**src/hdl/pmsa_pkg.sv**
```systemverilog
// ----------------------------------------------------------------------------
// pmsa_pkg
// Shared types and constants for the paddle Morse symbol assembler.
// ----------------------------------------------------------------------------
package pmsa_pkg;

    localparam int CODE_BITS_DEFAULT = 8;

    localparam int DIT_W      = 20;
    localparam int FACTOR_W   = 4;
    localparam int ELAPSED_W  = 16;
    localparam int SINCE_W    = 34;
    localparam int CODE_W     = 8;
    localparam int WORD_LIM_W = 25;
    localparam int FAC_MUL_W  = 14;

    localparam int WORD_DITS  = 20;
    localparam int IDLE_MULT  = 600;

    localparam logic [DIT_W-1:0]    DIT_TIME_RESET   = DIT_W'(60000);
    localparam logic [FACTOR_W-1:0] GAP_FACTOR_RESET = FACTOR_W'(7);
    localparam logic [SINCE_W-1:0]  SINCE_MAX        = {SINCE_W{1'b1}};

    // Register indexes on the configuration channel.
    localparam logic CFG_DIT_TIME   = 1'b0;
    localparam logic CFG_GAP_FACTOR = 1'b1;

    typedef enum logic [1:0] {
        TOK_NONE   = 2'd0,
        TOK_SYMBOL = 2'd1,
        TOK_PAUSE  = 2'd2
    } token_kind_t;

    // Precomputed time limits handed from the configuration block.
    typedef struct packed {
        logic [WORD_LIM_W-1:0] word_limit;
        logic [SINCE_W-1:0]    idle_limit;
    } pmsa_limits_t;

endpackage

```
**src/hdl/pmsa_cfg.sv**
```systemverilog
// ----------------------------------------------------------------------------
// pmsa_cfg
// Configuration registers and the symbol-gap and idle limits derived from them.
// ----------------------------------------------------------------------------
module pmsa_cfg
    import pmsa_pkg::*;
(
    input  logic               clk,
    input  logic               rst_n,
    input  logic               cfg_valid,
    output logic               cfg_ready,
    input  logic               cfg_index,
    input  logic [DIT_W-1:0]   cfg_data,
    output pmsa_limits_t       limits
);

    logic [DIT_W-1:0]      dit_time_reg;
    logic [FAC_MUL_W-1:0]  fac_mul_reg;
    logic [WORD_LIM_W-1:0] word_limit_reg;
    logic [SINCE_W-1:0]    idle_limit_reg;

    logic                  wr;
    logic [FAC_MUL_W-1:0]  mul_a;
    logic [DIT_W-1:0]      mul_b;
    logic [SINCE_W-1:0]    idle_next;
    logic [FAC_MUL_W-1:0]  fac_mul_next;

    assign cfg_ready = 1'b1;
    assign wr        = cfg_valid && cfg_ready;

    // One shared multiplier: the new register value times the other, held one.
    assign fac_mul_next = FAC_MUL_W'(IDLE_MULT) * FAC_MUL_W'(cfg_data[FACTOR_W-1:0]);

    always_comb
    begin
        unique case (cfg_index)
            CFG_DIT_TIME:
            begin
                mul_a = fac_mul_reg;
                mul_b = cfg_data;
            end
            CFG_GAP_FACTOR:
            begin
                mul_a = fac_mul_next;
                mul_b = dit_time_reg;
            end
            default:
            begin
                mul_a = fac_mul_reg;
                mul_b = dit_time_reg;
            end
        endcase
        idle_next = SINCE_W'(mul_a) * SINCE_W'(mul_b);
    end

    always_ff @(posedge clk or negedge rst_n)
    begin
        if (!rst_n)
        begin
            dit_time_reg   <= DIT_TIME_RESET;
            fac_mul_reg    <= FAC_MUL_W'(IDLE_MULT) * FAC_MUL_W'(GAP_FACTOR_RESET);
            word_limit_reg <= WORD_LIM_W'(WORD_DITS) * WORD_LIM_W'(DIT_TIME_RESET);
            idle_limit_reg <= SINCE_W'(IDLE_MULT) * SINCE_W'(GAP_FACTOR_RESET)
                              * SINCE_W'(DIT_TIME_RESET);
        end
        else if (wr)
        begin
            idle_limit_reg <= idle_next;
            if (cfg_index == CFG_DIT_TIME)
            begin
                dit_time_reg   <= cfg_data;
                word_limit_reg <= WORD_LIM_W'(WORD_DITS) * WORD_LIM_W'(cfg_data);
            end
            else
            begin
                fac_mul_reg <= fac_mul_next;
            end
        end
    end

    assign limits.word_limit = word_limit_reg;
    assign limits.idle_limit = idle_limit_reg;

endmodule

```
**src/hdl/paddle_morse_symbol_assembler.sv**
```systemverilog
// ----------------------------------------------------------------------------
// paddle_morse_symbol_assembler
// Builds Morse symbol codes from polls of a dit and a dah touch paddle.
// ----------------------------------------------------------------------------
// Each input word is one paddle poll and yields exactly one result word. The
// whole update (time counter, element shift register, limit compares and code
// packing) is done combinationally between the accepted poll and the result
// register, so a poll can be taken every clock unless the output stalls, and
// its result is on the output in the next cycle. A new poll is taken while the
// output is empty or being drained in the same cycle. A configuration write
// updates the limits through one 14x20 multiplier and takes effect for polls
// accepted from the next cycle on.
module paddle_morse_symbol_assembler
    import pmsa_pkg::*;
#(
    parameter int CODE_BITS = CODE_BITS_DEFAULT
)
(
    input  logic               clk,
    input  logic               rst_n,
    input  logic               s_tvalid,
    output logic               s_tready,
    input  logic [23:0]        s_tdata,   // dit_touch, dah_touch, elapsed_us[15:0], zero pad
    output logic               m_tvalid,
    input  logic               m_tready,
    output logic [15:0]        m_tdata,   // symbol_code[7:0], overflow_error, tone_dit,
                                          // tone_dah, idle_flag, zero pad
    output logic [1:0]         m_tuser,   // token_kind
    input  logic               cfg_valid,
    output logic               cfg_ready,
    input  logic               cfg_index,
    input  logic [DIT_W-1:0]   cfg_data
);

    localparam int SH_W  = CODE_BITS + 1;
    localparam int CNT_W = $clog2(CODE_BITS + 2);
    localparam logic [SH_W-1:0] SH_EMPTY = SH_W'(1);

    pmsa_limits_t limits;

    pmsa_cfg u_cfg (
        .clk       (clk),
        .rst_n     (rst_n),
        .cfg_valid (cfg_valid),
        .cfg_ready (cfg_ready),
        .cfg_index (cfg_index),
        .cfg_data  (cfg_data),
        .limits    (limits)
    );

    logic [SINCE_W-1:0] since_reg, since_next;
    logic [SH_W-1:0]    shift_reg, shift_next;
    logic [CNT_W-1:0]   count_reg, count_next;

    logic               out_valid_reg;
    token_kind_t        kind_reg, kind_next;
    logic [CODE_W-1:0]  code_reg, code_next;
    logic               ovf_reg, ovf_next;
    logic               tdit_reg, tdit_next;
    logic               tdah_reg, tdah_next;
    logic               idle_reg, idle_next;

    logic                 in_acc;
    logic                 dit_in;
    logic                 dah_in;
    logic [ELAPSED_W-1:0] elapsed_in;
    logic [SINCE_W:0]     sum;
    logic [15:0]          sh_ext;
    logic [2:0]           n3;
    logic [7:0]           elems;
    logic [8:0]           code_ext;

    assign dit_in     = s_tdata[0];
    assign dah_in     = s_tdata[1];
    assign elapsed_in = s_tdata[17:2];

    assign s_tready = !out_valid_reg || m_tready;
    assign in_acc   = s_tvalid && s_tready;

    always_comb
    begin
        sum        = {1'b0, since_reg} + (SINCE_W + 1)'(elapsed_in);
        since_next = sum[SINCE_W] ? SINCE_MAX : sum[SINCE_W-1:0];
        shift_next = shift_reg;
        count_next = count_reg;
        kind_next  = TOK_NONE;
        code_next  = '0;
        ovf_next   = 1'b0;
        tdit_next  = 1'b0;
        tdah_next  = 1'b0;

        if (dit_in || dah_in)
        begin
            since_next = '0;
            count_next = count_next + CNT_W'(1);
        end

        case ({dit_in, dah_in})
            2'b10:
            begin
                tdit_next  = 1'b1;
                shift_next = shift_next << 1;
            end
            2'b01:
            begin
                tdah_next  = 1'b1;
                shift_next = {shift_next[SH_W-2:0], 1'b1};
            end
            2'b11:
            begin
                // Squeeze: a dit goes first after a dah or with nothing pending.
                if (shift_next[0])
                begin
                    tdit_next  = 1'b1;
                    shift_next = shift_next << 1;
                    count_next = count_next + CNT_W'(1);
                end
                tdah_next  = 1'b1;
                shift_next = {shift_next[SH_W-2:0], 1'b1};
            end
            default:
            begin
            end
        endcase

        if (count_next >= CNT_W'(CODE_BITS))
        begin
            ovf_next   = 1'b1;
            count_next = '0;
            shift_next = SH_EMPTY;
            since_next = '0;
        end

        // Left-justify the pending elements and append the end marker.
        sh_ext   = 16'(shift_next);
        n3       = 3'(count_next);
        elems    = sh_ext[7:0] & 8'((9'd1 << n3) - 9'd1);
        code_ext = {elems, 1'b1} << (3'd7 - n3);

        if (SINCE_W'(limits.word_limit) < since_next)
        begin
            if (shift_next != SH_EMPTY)
            begin
                kind_next  = TOK_SYMBOL;
                code_next  = code_ext[7:0];
                count_next = '0;
                shift_next = SH_EMPTY;
            end
            else if (count_next == '0)
            begin
                kind_next = TOK_PAUSE;
            end
        end

        idle_next = (shift_next == SH_EMPTY) && (limits.idle_limit < since_next);
    end

    always_ff @(posedge clk or negedge rst_n)
    begin
        if (!rst_n)
        begin
            since_reg     <= '0;
            shift_reg     <= SH_EMPTY;
            count_reg     <= '0;
            out_valid_reg <= 1'b0;
        end
        else
        begin
            if (in_acc)
            begin
                since_reg     <= since_next;
                shift_reg     <= shift_next;
                count_reg     <= count_next;
                out_valid_reg <= 1'b1;
            end
            else if (m_tready)
            begin
                out_valid_reg <= 1'b0;
            end
        end
    end

    always_ff @(posedge clk)
    begin
        if (in_acc)
        begin
            kind_reg <= kind_next;
            code_reg <= code_next;
            ovf_reg  <= ovf_next;
            tdit_reg <= tdit_next;
            tdah_reg <= tdah_next;
            idle_reg <= idle_next;
        end
    end

    assign m_tvalid = out_valid_reg;
    assign m_tuser  = kind_reg;
    assign m_tdata  = {4'b0000, idle_reg, tdah_reg, tdit_reg, ovf_reg, code_reg};

`ifndef SYNTH
    // An empty shift register and a zero element count always go together.
    a_empty_matches_count: assert property (@(posedge clk) disable iff (!rst_n)
        (shift_reg == SH_EMPTY) == (count_reg == '0))
        else $error("element shift register and count disagree");

    a_count_below_limit: assert property (@(posedge clk) disable iff (!rst_n)
        count_reg < CNT_W'(CODE_BITS))
        else $error("element count reached CODE_BITS");

    a_overflow_clears: assert property (@(posedge clk) disable iff (!rst_n)
        (in_acc && ovf_next) |=> (shift_reg == SH_EMPTY && since_reg == '0))
        else $error("overflow did not clear the symbol state");

    a_symbol_has_marker: assert property (@(posedge clk) disable iff (!rst_n)
        (m_tvalid && m_tuser == TOK_SYMBOL) |-> (m_tdata[7:0] != 8'd0))
        else $error("symbol word without an end marker");

    a_tone_no_token: assert property (@(posedge clk) disable iff (!rst_n)
        (m_tvalid && (m_tdata[9] || m_tdata[10])) |-> (m_tuser == TOK_NONE))
        else $error("token reported on a touched poll");
`endif

endmodule

```
**config.mk**
```make
export PLATFORM = sky130hd
export DESIGN_NAME = paddle_morse_symbol_assembler
export DESIGN_NICKNAME = d
export VERILOG_FILES = /design/src/hdl/pmsa_pkg.sv /design/src/hdl/pmsa_cfg.sv /design/src/hdl/paddle_morse_symbol_assembler.sv
export SDC_FILE = /design/constraint.sdc
export NUM_CORES = 1
export LEC_CHECK = 0
export BUFFER_PORTS_ARGS = -buffer_cell sky130_fd_sc_hd__clkbuf_2
export CAP_MARGIN = 0
export CORE_UTILIZATION = 51
export CTS_CLUSTER_DIAMETER = 30
export DETAILED_ROUTE_END_ITERATION = 8
export GPL_TIMING_DRIVEN = 0
export PLACE_DENSITY = 0.69
export RECOVER_POWER = 100
export SYNTH_ARGS = -nofsm -noshare
export SYNTH_HDL_FRONTEND = slang
export SYNTH_SLANG_ARGS = --single-unit
```
**constraint.sdc**
```tcl
create_clock -name clk -period 19.76 [get_ports clk]
set_input_delay 2.964 -clock clk [delete_from_list [all_inputs] [get_ports clk]]
set_output_delay 2.964 -clock clk [all_outputs]
set_load 0.05 [all_outputs]
```
==> reports/metrics.csv <==
metric;value;unit
path_max_fanout;9;
grt_max_degree;67;
routed_wl;46.92;mm
grt_remaining_overflow;0;
cts_buffers;17;
hpwl;38.46;mm
die_area;35680;um^2
end_kind;flop;
arrival;12.14;ns
endpoint;u_cfg.idle_limit_reg[30];
clk_path_buf_depth;2;
yosysWarnings;0;
antenna_found_initial;0;
crit_type;input port to flop;
fp.dieH;188.9;um
r2r_start;u_cfg.fac_mul_reg[6];
dpl_cell_area;18720;um^2
netlist_instances;1971;
portBuffers;58;
max_stage_delay;0.84;ns
r2r_slack;12.24;ns
cts_tree;done;
finalHoldViolCount;0;
largest_reg_flops;34;
final.setup_skew;0.01099;ns
r2r_end;u_cfg.idle_limit_reg[30];
rsz0062_at_grt;false;
critical_path_required;20.07;ns
dr.pass1.iters;8;
place_ws;7.878;ns
synth_cell_types;72;
nets;2515;
synth_flop_cell;dfrtp_1;
core_area;34460;um^2
cts_hold_buf;0;
startpoint_type;input port;
holdCritPathClass;flop to flop;
violations;design-rule violations, max-capacitance violations, max-slew violations;
num_io_pins;71;
start_util;51.69;%
vias_per_cell;5.731;
synthArstFlopShare;90.34;%
grt_pass1_vias;14704;
synthesis.area;17810;um^2
worst_slack;7.937;ns
die_w;188.9;um
status;complete, but fails checks;
drc;1;
fin_area;19220;um^2
max_slew_margin;-139.8;%
maxCapViolCount;2;
insertion_delay;0.43;ns
drive_above_1_share;9.104;%
ys_ff_latch;145;
vias;14442;
period_share;59.83;%
clk_pin_slew;0.06;ns
wl_per_cell;18.62;um
root_buffer;clkbuf_16;
ctsResizeCount;0;
antenna_cells;0;
tightestPinTransition;3.597;ns
synth_edf_count;14;
drv_slew;134;
fin_tns_setup;0;ns
grt_pass1_wl;77.04;mm
setup_viol;0;
ff2ff_path_depth;22;
cts-htree-levels;4;
finalCriticalPeriod;11.82;ns
cts_setup_buffers;0;
drtAntennaViolNets;0;
area_growth;7.895;%
avgSynthCellArea;9.037;um^2
fp-row-count;68;
gp_congestion;0.9250;
post-route-util;55.77;%
grt_usage;27.50;%
clkSinkCount;145;
drt_iter0_drc;1098;
slowest_stage;a21oi_1;
yosysSeqAreaShare;20.98;%
timing.fmax;84.58;MHz
cp-startpoint;cfg_data[3];
==> worst max-delay path: cells and delay by family <==
| family | cells | cell delay [ns] |
|---|---|---|
| multiplexers | 1 | 0.27 |
| XOR/XNOR | 2 | 0.32 |
| buffers and inverters | 2 | 0.48 |
| AND/OR/NAND/NOR | 3 | 0.33 |
| adder cells (fa/ha/maj) | 10 | 4.29 |
| AO/OA/AOI/OAI | 11 | 3.48 |
==> per-layer routing <==
layer	wire [um]	vias up	GRT usage, %
met1	20740	7043	36.68
met3	2621	106	3.596
met2	21600	487	45.01
li1	-	6806	-
met5	0	-	0
met4	1966	0	11.66
==> stage by stage <==
stage	hold slack, ns	instances
after floorplan	0.4428	1974
after global placement	0.4501	2487
after detailed placement	0.4584	2488
after CTS	0.4674	2520
after global routing	0.4892	2520
final	0.4650	2520
==> cells in the mapped netlist (31+ instances only) <==
cell	n	area [um^2]
nand2_1	299	1122
ha_1	248	3103
inv_1	209	784.5
fa_1	165	3303
nor2_1	164	615.6
o21ai_0	111	555.5
dfrtp_1	100	2502
a21oi_1	78	390.4
mux2_2	61	686.9
clkbuf_1	57	214.0
xnor2_1	47	411.6
mux2i_1	42	420.4
a21o_1	38	285.3
dfstp_2	31	814.5
==> layout make-up <==
cell class | count | area (um^2)
buffer | 77 | 334.1
clock buffer | 20 | 456.7
clock inverter | 12 | 153.9
fill | 3134 | 15240
inverter | 209 | 784.5
multi-input combinational | 1543 | 12910
sequential | 145 | 3737
tap | 455 | 569.3
timing repair buffer | 59 | 267.8
==> cell families (layout without fill, tap and decap cells) <==
kind of cell / Yosys count / in the layout / share of synthesized area (%)
other: 2 / 5 / 0.04216
adder cells (fa/ha/maj): 413 / 413 / 35.97
AO/OA/AOI/OAI: 339 / 339 / 12.00
flip-flops: 145 / 145 / 20.98
XOR/XNOR: 69 / 69 / 3.393
multiplexers: 103 / 103 / 6.217
AND/OR/NAND/NOR: 614 / 614 / 15.07
buffers and inverters: 286 / 377 / 6.329
==> placed cells by master, fill, tap and decap left out, types with 42 or more instances in the layout <==
cell      instances
a21oi_1          78
clkbuf_1         83
dfrtp_1         100
fa_1            165
ha_1            248
inv_1           209
mux2_2           59
mux2i_1          42
nand2_1         299
nor2_1          164
o21ai_0         112
xnor2_1          47
==> worst min path at each step <==
stage                                start                     end  slack (ns)  cells past startpoint
global route        u_cfg.dit_time_reg[14]  u_cfg.dit_time_reg[14]        0.49                      2
finish              u_cfg.dit_time_reg[11]  u_cfg.dit_time_reg[11]        0.47                      2
CTS                 u_cfg.dit_time_reg[11]  u_cfg.dit_time_reg[11]        0.47                      2
detailed placement  u_cfg.dit_time_reg[11]  u_cfg.dit_time_reg[11]        0.46                      2
global placement     u_cfg.dit_time_reg[6]   u_cfg.dit_time_reg[6]        0.45                      2
floorplan                     since_reg[0]            since_reg[0]        0.44                      2
Power is not shown: default switching activity piles up to over one toggle a cycle in this logic, so the estimate is an artifact.
